## config.mk

```make
export PLATFORM = sky130hd
export DESIGN_NAME = integer_to_ascii_radix_formatter
export DESIGN_NICKNAME = d
export VERILOG_FILES = /design/src/hw/rtl/i2a_pkg.sv /design/src/hw/rtl/i2a_bcd.sv /design/src/hw/rtl/integer_to_ascii_radix_formatter.sv
export SDC_FILE = /design/constraint.sdc
export NUM_CORES = 1
export LEC_CHECK = 0
export ABC_AREA = 1
export ABC_CLOCK_PERIOD_IN_PS = 3610
export BUFFER_PORTS_ARGS = -buffer_cell sky130_fd_sc_hd__buf_2
export CAP_MARGIN = 20
export CORE_MARGIN = 4
export CORE_UTILIZATION = 35
export DETAILED_ROUTE_END_ITERATION = 10
export GPL_TIMING_DRIVEN = 1
export MAX_ROUTING_LAYER = met4
export SYNTH_ARGS = -nofsm -noshare
export SYNTH_HDL_FRONTEND = slang
export SYNTH_HIERARCHICAL = 1
export SYNTH_SLANG_ARGS = --single-unit
```

## constraint.sdc

```tcl
create_clock -name clk -period 3.61 [get_ports clk]
set_input_delay 0.361 -clock clk [delete_from_list [all_inputs] [get_ports clk]]
set_output_delay 0.361 -clock clk [all_outputs]
set_load 0.01 [all_outputs]
```

## src/hw/rtl/i2a_pkg.sv

```systemverilog
// ----------------------------------------------------------------------------
// i2a_pkg: shared definitions for the integer to ASCII formatter
// Conversion and size codes, derived widths and the digit-to-character map.
// ----------------------------------------------------------------------------
package i2a_pkg;

  // Operand width in bits (16 to 64); the input port itself stays 64 bits.
  localparam int VALUE_BITS = 64;

  // Digit counts for each radix at this operand width.
  localparam int DEC_DIGITS = (VALUE_BITS * 30103) / 100000 + 1;
  localparam int OCT_DIGITS = (VALUE_BITS + 2) / 3;
  localparam int HEX_DIGITS = (VALUE_BITS + 3) / 4;
  localparam int BCD_BITS   = 4 * DEC_DIGITS;

  // The digit shift register holds the widest left-aligned digit string.
  localparam int SR_A    = (BCD_BITS > 3 * OCT_DIGITS) ? BCD_BITS : 3 * OCT_DIGITS;
  localparam int SR_BITS = (SR_A > 4 * HEX_DIGITS) ? SR_A : 4 * HEX_DIGITS;

  // Digit counter and dabble counter width; binary has the most digits.
  localparam int CNT_W = $clog2(VALUE_BITS + 1);

  // Conversion selector codes.
  localparam logic [2:0] FUNC_SDEC = 3'd0;
  localparam logic [2:0] FUNC_UDEC = 3'd1;
  localparam logic [2:0] FUNC_OCT  = 3'd2;
  localparam logic [2:0] FUNC_HEXL = 3'd3;
  localparam logic [2:0] FUNC_HEXU = 3'd4;
  localparam logic [2:0] FUNC_BIN  = 3'd5;

  // Size mode codes.
  localparam logic [1:0] SIZE_LONG  = 2'd0;
  localparam logic [1:0] SIZE_SHORT = 2'd1;
  localparam logic [1:0] SIZE_NONE  = 2'd2;

  // ASCII constants.
  localparam logic [7:0] CHAR_ZERO  = 8'h30;
  localparam logic [7:0] CHAR_UPPER = 8'h41;
  localparam logic [7:0] CHAR_LOWER = 8'h61;
  localparam logic [7:0] CHAR_MINUS = 8'h2d;

  // Maps one digit value to its ASCII character.
  function automatic logic [7:0] digit_char(input logic [3:0] d, input logic upper);
    logic [7:0] base;
    base = upper ? CHAR_UPPER : CHAR_LOWER;
    if (d < 4'd10) begin
      return CHAR_ZERO + {4'b0, d};
    end
    return base + {4'b0, d} - 8'd10;
  endfunction

endpackage

```

## src/hw/rtl/i2a_bcd.sv

```systemverilog
// ----------------------------------------------------------------------------
// i2a_bcd: bit-serial binary to BCD converter
// Shift-and-add-3 conversion, one operand bit per cycle.
// ----------------------------------------------------------------------------
module i2a_bcd (
  input  logic                           clk,
  input  logic                           rst,
  input  logic                           start,
  input  logic [i2a_pkg::VALUE_BITS-1:0] bin,
  output logic                           done,
  output logic [i2a_pkg::BCD_BITS-1:0]   bcd
);
  import i2a_pkg::*;

  logic [VALUE_BITS-1:0] shreg;
  logic [CNT_W-1:0]      cnt;
  logic                  busy;
  logic [BCD_BITS-1:0]   adj;

  // Each BCD digit of 5 or more gets 3 added before the next shift.
  always_comb begin
    for (int i = 0; i < DEC_DIGITS; i++) begin
      adj[4*i +: 4] = (bcd[4*i +: 4] >= 4'd5) ? bcd[4*i +: 4] + 4'd3 : bcd[4*i +: 4];
    end
  end

  // Control: count the operand bits and pulse done after the last one.
  always_ff @(posedge clk) begin
    if (rst) begin
      busy <= 1'b0;
      done <= 1'b0;
      cnt  <= '0;
    end else begin
      done <= !start && busy && (cnt == CNT_W'(1));
      if (start) begin
        busy <= 1'b1;
        cnt  <= CNT_W'(VALUE_BITS);
      end else if (busy) begin
        cnt <= cnt - 1'b1;
        if (cnt == CNT_W'(1)) begin
          busy <= 1'b0;
        end
      end
    end
  end

  // Datapath: shift the operand MSB first into the adjusted BCD word.
  always_ff @(posedge clk) begin
    if (start) begin
      shreg <= bin;
      bcd   <= '0;
    end else if (busy) begin
      shreg <= shreg << 1;
      bcd   <= {adj[BCD_BITS-2:0], shreg[VALUE_BITS-1]};
    end
  end

endmodule

```

## src/hw/rtl/integer_to_ascii_radix_formatter.sv

```systemverilog
// ----------------------------------------------------------------------------
// integer_to_ascii_radix_formatter: printf-style integer to ASCII text
// Emits the digits of one operand as ASCII characters, MSB digit first.
// ----------------------------------------------------------------------------
// Usage:
//   The input channel (in_valid/in_ready) takes one word: value, func and
//   size_mode. The output channel (out_valid/out_ready) returns one word per
//   character, char_out, with last set on the final character of the number.
//   Words that produce no text (a size code other than long or short for any
//   conversion but binary, unused func codes) are taken and dropped.
//   Octal, hex and binary: one digit position of the operand per cycle
//   (22, 16 or 64 at 64 bits) while the receiver takes characters, with
//   leading zeros dropped one per cycle even while it stalls.
//   Decimal: the bit-serial BCD converter runs first, then the sign state
//   sends a minus sign for a negative operand, then the BCD digit positions
//   (20 at 64 bits) go out in the same way.
//   A new word is taken only while no item is in progress; the last
//   character may still sit in the output register when it is taken.
//   Reset clears the sequencer and the output valid. When the receiver
//   stalls, the current character holds in the output register and digit
//   generation waits, but leading zeros are still dropped.
// ----------------------------------------------------------------------------
module integer_to_ascii_radix_formatter (
  input  logic        clk,
  input  logic        rst,
  input  logic        in_valid,
  output logic        in_ready,
  input  logic [63:0] value,
  input  logic [2:0]  func,
  input  logic [1:0]  size_mode,
  output logic        out_valid,
  input  logic        out_ready,
  output logic [7:0]  char_out,
  output logic        last
);
  import i2a_pkg::*;

  // Sequencer states.
  localparam logic [1:0] ST_IDLE   = 2'd0;
  localparam logic [1:0] ST_DABBLE = 2'd1;
  localparam logic [1:0] ST_SIGN   = 2'd2;
  localparam logic [1:0] ST_EMIT   = 2'd3;

  logic [1:0]            state;
  logic [SR_BITS-1:0]    sr;
  logic [CNT_W-1:0]      cnt;
  logic [2:0]            fsel;
  logic                  neg;
  logic                  started;

  logic [VALUE_BITS-1:0] v;
  logic [15:0]           s16;
  logic [VALUE_BITS-1:0] short_u;
  logic [VALUE_BITS-1:0] dec_mag;
  logic                  dec_neg;
  logic                  accept;
  logic                  dab_start;
  logic                  dab_done;
  logic [BCD_BITS-1:0]   bcd;
  logic [3:0]            top;
  logic [3:0]            digit;
  logic                  out_free;
  logic                  skip;
  logic                  emit_char;

  assign in_ready = (state == ST_IDLE);
  assign accept   = in_valid && in_ready;
  assign out_free = !out_valid || out_ready;

  // Operand views: truncated to VALUE_BITS, short unsigned and decimal magnitude.
  always_comb begin
    v       = value[VALUE_BITS-1:0];
    s16     = v[15:0];
    short_u = VALUE_BITS'(s16);
    dec_neg = 1'b0;
    dec_mag = v;
    if (func == FUNC_SDEC) begin
      if (size_mode == SIZE_SHORT) begin
        dec_neg = s16[15];
        dec_mag = s16[15] ? VALUE_BITS'(16'(-s16)) : short_u;
      end else begin
        dec_neg = v[VALUE_BITS-1];
        dec_mag = v[VALUE_BITS-1] ? -v : v;
      end
    end else if (size_mode == SIZE_SHORT) begin
      dec_mag = short_u;
    end
  end

  assign dab_start = accept && (func == FUNC_SDEC || func == FUNC_UDEC) &&
                     (size_mode == SIZE_LONG || size_mode == SIZE_SHORT);

  i2a_bcd u_bcd (
    .clk   (clk),
    .rst   (rst),
    .start (dab_start),
    .bin   (dec_mag),
    .done  (dab_done),
    .bcd   (bcd)
  );

  // Current top digit of the shift register, by radix.
  always_comb begin
    top = sr[SR_BITS-1 -: 4];
    case (fsel)
      FUNC_BIN: digit = {3'b0, top[3]};
      FUNC_OCT: digit = {1'b0, top[3:1]};
      default:  digit = top;
    endcase
    skip = !started && (cnt > CNT_W'(1)) && (digit == 4'd0);
  end

  // A character goes out from the sign state or for a digit that is not skipped.
  assign emit_char = out_free && ((state == ST_SIGN) || (state == ST_EMIT && !skip));

  // Sequencer, digit shift register and output register.
  always_ff @(posedge clk) begin
    if (rst) begin
      state     <= ST_IDLE;
      out_valid <= 1'b0;
      started   <= 1'b0;
    end else begin
      if (emit_char) begin
        out_valid <= 1'b1;
      end else if (out_ready) begin
        out_valid <= 1'b0;
      end
      case (state)
        ST_IDLE: begin
          if (accept) begin
            fsel    <= func;
            neg     <= dec_neg;
            started <= 1'b0;
            if (func == FUNC_BIN) begin
              sr    <= SR_BITS'(v) << (SR_BITS - VALUE_BITS);
              cnt   <= CNT_W'(VALUE_BITS);
              state <= ST_EMIT;
            end else if (size_mode == SIZE_LONG || size_mode == SIZE_SHORT) begin
              case (func)
                FUNC_SDEC, FUNC_UDEC: begin
                  state <= ST_DABBLE;
                end
                FUNC_OCT: begin
                  sr    <= SR_BITS'(dec_mag) << (SR_BITS - 3 * OCT_DIGITS);
                  cnt   <= CNT_W'(OCT_DIGITS);
                  state <= ST_EMIT;
                end
                FUNC_HEXL, FUNC_HEXU: begin
                  sr    <= SR_BITS'(dec_mag) << (SR_BITS - 4 * HEX_DIGITS);
                  cnt   <= CNT_W'(HEX_DIGITS);
                  state <= ST_EMIT;
                end
                default: begin
                  state <= ST_IDLE;
                end
              endcase
            end
          end
        end
        ST_DABBLE: begin
          if (dab_done) begin
            sr    <= SR_BITS'(bcd) << (SR_BITS - BCD_BITS);
            cnt   <= CNT_W'(DEC_DIGITS);
            state <= neg ? ST_SIGN : ST_EMIT;
          end
        end
        ST_SIGN: begin
          if (out_free) begin
            char_out  <= CHAR_MINUS;
            last      <= 1'b0;
            state     <= ST_EMIT;
          end
        end
        ST_EMIT: begin
          // Leading zeros are dropped; the final digit always goes out.
          if (skip || out_free) begin
            case (fsel)
              FUNC_BIN: sr <= sr << 1;
              FUNC_OCT: sr <= sr << 3;
              default:  sr <= sr << 4;
            endcase
            cnt <= cnt - 1'b1;
          end
          if (!skip && out_free) begin
            char_out  <= digit_char(digit, fsel == FUNC_HEXU);
            last      <= (cnt == CNT_W'(1));
            started   <= 1'b1;
            if (cnt == CNT_W'(1)) begin
              state <= ST_IDLE;
            end
          end
        end
        default: begin
          state <= ST_IDLE;
        end
      endcase
    end
  end

endmodule

```

* After elaboration in Yosys (flattened, before gate mapping)
Index checks and enable logic that the tools add are counted.
Word-level totals: register bits after elaboration 257, input bits 73, logic and storage cells 201
Cells by class: add/sub/neg operators 27, magnitude comparators 22, equal/unequal tests 22, multiplexer cells 77, bitwise operators 1, reductions and logical operators 37
Operators with widths (number):
- two-way mux 80 bit | 5
- two-way mux 64 bit | 6
- case mux 80 bit (2 select lines) | 2
- case mux 80 bit (3 select lines) | 1
- greater-or-equal comparator 4 x 3 -> 1 bit (second input constant) | 20
- adder 4 x 2 -> 4 bit (second input constant) | 19
- two-way mux 4 bit | 19
- negation 64 bit | 1
- two-way mux 7 bit | 7
- two-way mux 8 bit | 4
- case mux 7 bit (3 select lines) | 1
- two-way mux 16 bit | 1
- negation 16 bit | 1
- case mux 8 bit (2 select lines) | 1
- two-way mux 1 bit | 15
- equality test 7 x 1 -> 1 bit (second input constant) | 2
- two-way mux 2 bit | 7
- case mux 7 bit (2 select lines) | 1
- subtractor 7 x 1 -> 7 bit (second input constant) | 2
- equality test 3 bit (second input constant) | 4
- logical AND 1 bit | 10
- inequality test 2 x 1 -> 1 bit (second input constant) | 5
- equality test 3 x 2 -> 1 bit (second input constant) | 3
- adder 7 x 4 -> 8 bit | 1
- 31 further kinds | 48

* Longest topological paths before layout
word-level depth 12, depth in mapped cells 18

* Cells and area by module
Netlist, hierarchy kept.
Modules (own cells, without submodules):
- integer_to_ascii_radix_formatter | instances 1, cells an instance 1586, area each 10218.6 um2, seq. area each 3052.9 um2
- i2a_bcd | instances 1, cells an instance 981, area each 7596.0 um2, seq. area each 3703.6 um2

* Worst setup path before layout
Ideal clock, no wire load.
path type register -> register, from reg fsel[0], to reg, netlist name cnt[0], setup time 441 ps, data arrival time 3453 ps, required time 3169 ps, path slack -284 ps, stages on the path, launching flop included 16, buffers on the path 1, cell sequence edfxtp_1 inv_1 nand3_2 nand2_2 buf_6 inv_2 a21oi_1 ha_1 inv_1 nor2_1 nand2_1 nor2_1 nand2_1 nand2_1 o21ai_0 inv_1
RTL lines:
- start, declared | RTL line integer_to_ascii_radix_formatter.sv:47 | logic [2:0] fsel;
- start signal, assigned | RTL line integer_to_ascii_radix_formatter.sv:131 | fsel <= func;

* Worst setup path in the final report
from reg fsel[2], to reg sr[4], enable pin
On the way: longest elaborated chain between the ends 7
RTL lines:
- equality test 3 x 2 -> 1 bit / equality test 3 bit (equally long branches) | RTL line integer_to_ascii_radix_formatter.sv:105 | case (fsel)
- case mux 4 bit (2 select lines) (*) | RTL line integer_to_ascii_radix_formatter.sv:105
- logical NOT 4 bit (*) | RTL line integer_to_ascii_radix_formatter.sv:110 | skip = !started && (cnt > CNT_W'(1)) && (digit == 4'd0);
- logical AND 1 bit (*) | RTL line integer_to_ascii_radix_formatter.sv:110
- logical OR 1 bit (*) | RTL line integer_to_ascii_radix_formatter.sv:176 | if (skip || out_free) begin
- inequality test 2 x 1 -> 1 bit (no line) (*)
- AND reduction 7 bit (no line) (*)
- end signal, assigned | RTL line integer_to_ascii_radix_formatter.sv:178 | FUNC_BIN: sr <= sr << 1;
- end signal, assigned | RTL line integer_to_ascii_radix_formatter.sv:179 | FUNC_OCT: sr <= sr << 3;
- end signal, assigned | RTL line integer_to_ascii_radix_formatter.sv:180 | default: sr <= sr << 4;
- end, declared | RTL line integer_to_ascii_radix_formatter.sv:45 | logic [SR_BITS-1:0] sr;
Mark *: on every way between the ends. The rest lies on a longest branch, timed or not. A chain may end at the register's enable or synchronous reset.

==> results.py <==
metrics = {
    "run_status": {
        "status": "completed",
    },
    "drt": {
        "first_pass_iters": 6,
        "dr_total_vias": 18100,
        "drc": 0,
        "routed_wl_mm": 63.0,
        "ant_nets": 0,
        "avgViaCountPerCell": 5.51,
        "drt_iter0_markers": 1869,
        "wl_per_cell_um": 19.1,
    },
    "synth": {
        "synth_nets": 2692,
        "synth_seq_cells": 256,
        "yosysWarnings": 6,
        "syn_area_um2": 17800,
        "postSynthCellCount": 2567,
        "synth_edf_count": 163,
        "yosysUniqueCellTypes": 50,
        "ys_top_cells_by_area": "edfxtp_1 27%, nand2_1 17%, dfxtp_1 10%",
        "ys_seq_area_frac": 0.379,
        "async_flop_share": 0,
        "yosys.area.top_type": "edfxtp_1",
        "synth_common_cells": "794 x nand2_1, 250 x inv_1, 245 x nand3_1",
        "synthFlopType": "edfxtp_1",
        "synth.most_common_cell": "nand2_1",
        "avgSynthCellArea_um2": 6.94,
        "synth.top_cell.area_share": 0.275,
    },
    "timing": {
        "relSlewSlack": 0.320,
        "clock.fmax_mhz": 354,
        "timing.hold.ws_ns": 0.0393,
        "hold_viol": 0,
        "min_period_ns": 2.83,
        "setup_viol": 0,
        "setup_ws_ns": 0.784,
        "final.setup.tns_ns": 0,
        "finalClockSkew_ns": 0.0115,
        "worst_pin_slew_ns": 1.01,
        "period_share": 0.783,
        "rsz0062_at_grt": "false",
        "report.final.slew_viol_count": 0,
    },
    "finish": {
        "syn2layout_area_growth_pct": 11.7,
        "nets": 2721,
        "fillerInstances": 5259,
        "final_cells": 3292,
        "drive_gt1_frac": 0.0882,
        "n_antenna_cell": 0,
        "final_core_util": 0.396,
        "stdcell_area_um2": 19900,
    },
    "clocking": {
        "worstSkewPairLatency_ns": 0.59,
        "cts.repair.resized": 0,
        "cts-root-buf": "clkbuf_16",
        "cts_buffer_depth": 3,
        "cts_max_level": 1,
        "path_clk_slew_ns": 0.06,
        "postCtsSetupBuffers": 0,
        "cts_tree": "done",
        "cts_inserted_buffers": 30,
        "clock_sinks": 256,
    },
    "run": {
        "drv_cap": 0,
    },
    "critical_path": {
        "cp_max_fo": 87,
        "rrSetupSlack_ns": 0.78,
        "arrival_ns": 3.05,
        "worst_ep_required_time_ns": 3.83,
        "cp-end-kind": "flip-flop",
        "critPathLaunchType": "flip-flop",
        "path_class": "flip-flop to flip-flop",
    },
    "grt": {
        "grt_pass1_wl_mm": 96.0,
        "antenna_found_initial": 0,
        "grt_max_degree": 117,
        "grt_pass1_vias": 16800,
        "grt-ovfl-total": 0,
        "gr-usage-all-layers": 0.228,
    },
    "placed_design": {
        "dp_cells": 3235,
        "placed_area_um2": 18800,
        "place_hpwl_mm": 44.5,
        "port_buffers": 82,
        "place_congestion": 0.964,
        "place_ws_ns": 0.825,
    },
    "die": {
        "initial_utilization": 0.354,
        "rows": 82,
        "die_h_um": 234,
        "die-area_um2": 54600,
        "ioPinCount": 84,
        "die_w_um": 234,
        "core_area_um2": 50300,
    },
    "min_path": {
        "hp-class": "primary input to flip-flop",
    },
    "power_and_ir_drop": {
        "total_leakage_power_nw": 8.64,
        "total_power_mw": 10.0,
        "peakVddDrop_mv": 0.350,
        "power_density_nw_per_um2": 505,
    },
}
-- flip-flops by register name, indices dropped and copies added, names as in the netlist, 2 cells and up --
register and flops:
fsel 3, state 2, u_bcd/shreg 64, u_bcd/cnt 7, cnt 7, u_bcd/bcd 80, sr 80, char_out 7
-- final timing paths --
path	start	endpoint	cells after the start
max	fsel[2]	sr[4]	15
min reg2reg	u_bcd/bcd[77]	u_bcd/bcd[77]	2
max reg2reg	fsel[2]	sr[4]	15
min	func[0]	fsel[0]	1
-- worst max-delay path, cell delays in order (launching register included) --
cell and delay [ns]:
edfxtp_1 0.41, inv_1 0.10, nand3_2 0.13, nand2_4 0.13, inv_2 0.04, a21oi_1 0.29
ha_1 0.21, inv_1 0.04, nor2_1 0.07, nand2_1 0.05, nor2_1 0.08, nand2_1 0.08
nand2_1 0.08, o21ai_0 0.13, clkinvlp_4 0.11, buf_12 0.39
-- metal layers --
layer | wire (um) | global-route usage | share of wire | vias up
li1 | - | - | - | 8729
met5 | 0 | - | 0 | -
met1 | 27800 | 0.313 | 0.44 | 8485
met3 | 4800 | 0.0235 | 0.076 | 127
met4 | 2260 | 0.0771 | 0.036 | 0
met2 | 28200 | 0.354 | 0.45 | 792
-- power by group --
group / total, mW / internal (mW) / switching (mW)
logic: 2.69 / 0.789 / 1.90
clock network: 3.27 / 1.94 / 1.33
registers: 4.09 / 3.72 / 0.375
total: 10.0 / 6.45 / 3.60
-- final cells by class --
class	instances	area [um^2]	area share
multi-input combinational	1927	9530	0.479
clock inverter	20	248	0.0124
tap	672	841	0.0423
sequential	256	6760	0.340
timing repair buffer	115	723	0.0363
inverter	266	1000	0.0504
clock buffer	36	803	0.0404
-- layout by cell type (no fill, tap or decap), types with 7 or more instances in the layout --
cell type and n:
inv_2 16, nor2_2 9, nand3_1 245, a211oi_1 36, edfxtp_1 163, a21oi_1 79
xor2_1 10, nand4_1 94, nand2_1 794, clkbuf_16 30, o211ai_1 43, nand3b_1 9
nor2_4 9, buf_2 82, inv_1 249, o21ai_0 199, o21ai_1 25, buf_4 27
a31oi_1 20, dfxtp_1 93, ha_1 50, and3_1 32, clkinv_2 7, nor2_1 198
nand2_2 7, nor3_1 16
-- cell families (layout without fill, tap and decap cells) --
group | after synthesis | count (layout) | synth area share
AO/OA/AOI/OAI | 431 | 431 | 0.140
XOR/XNOR | 15 | 15 | 0.00906
adder cells (fa/ha/maj) | 52 | 52 | 0.0365
buffers and inverters | 384 | 437 | 0.0872
flip-flops | 256 | 256 | 0.379
other | 1 | 1 | 0.000211
AND/OR/NAND/NOR | 1428 | 1428 | 0.348
-- timing repair --
action | 4_1_cts | 5_1_grt
setup endpoints to repair | 0 | 0
hold buffers | 1 | 0
hold endpoints to repair | 1 | 0
No activity file was read; power rests on OpenSTA's default activity.
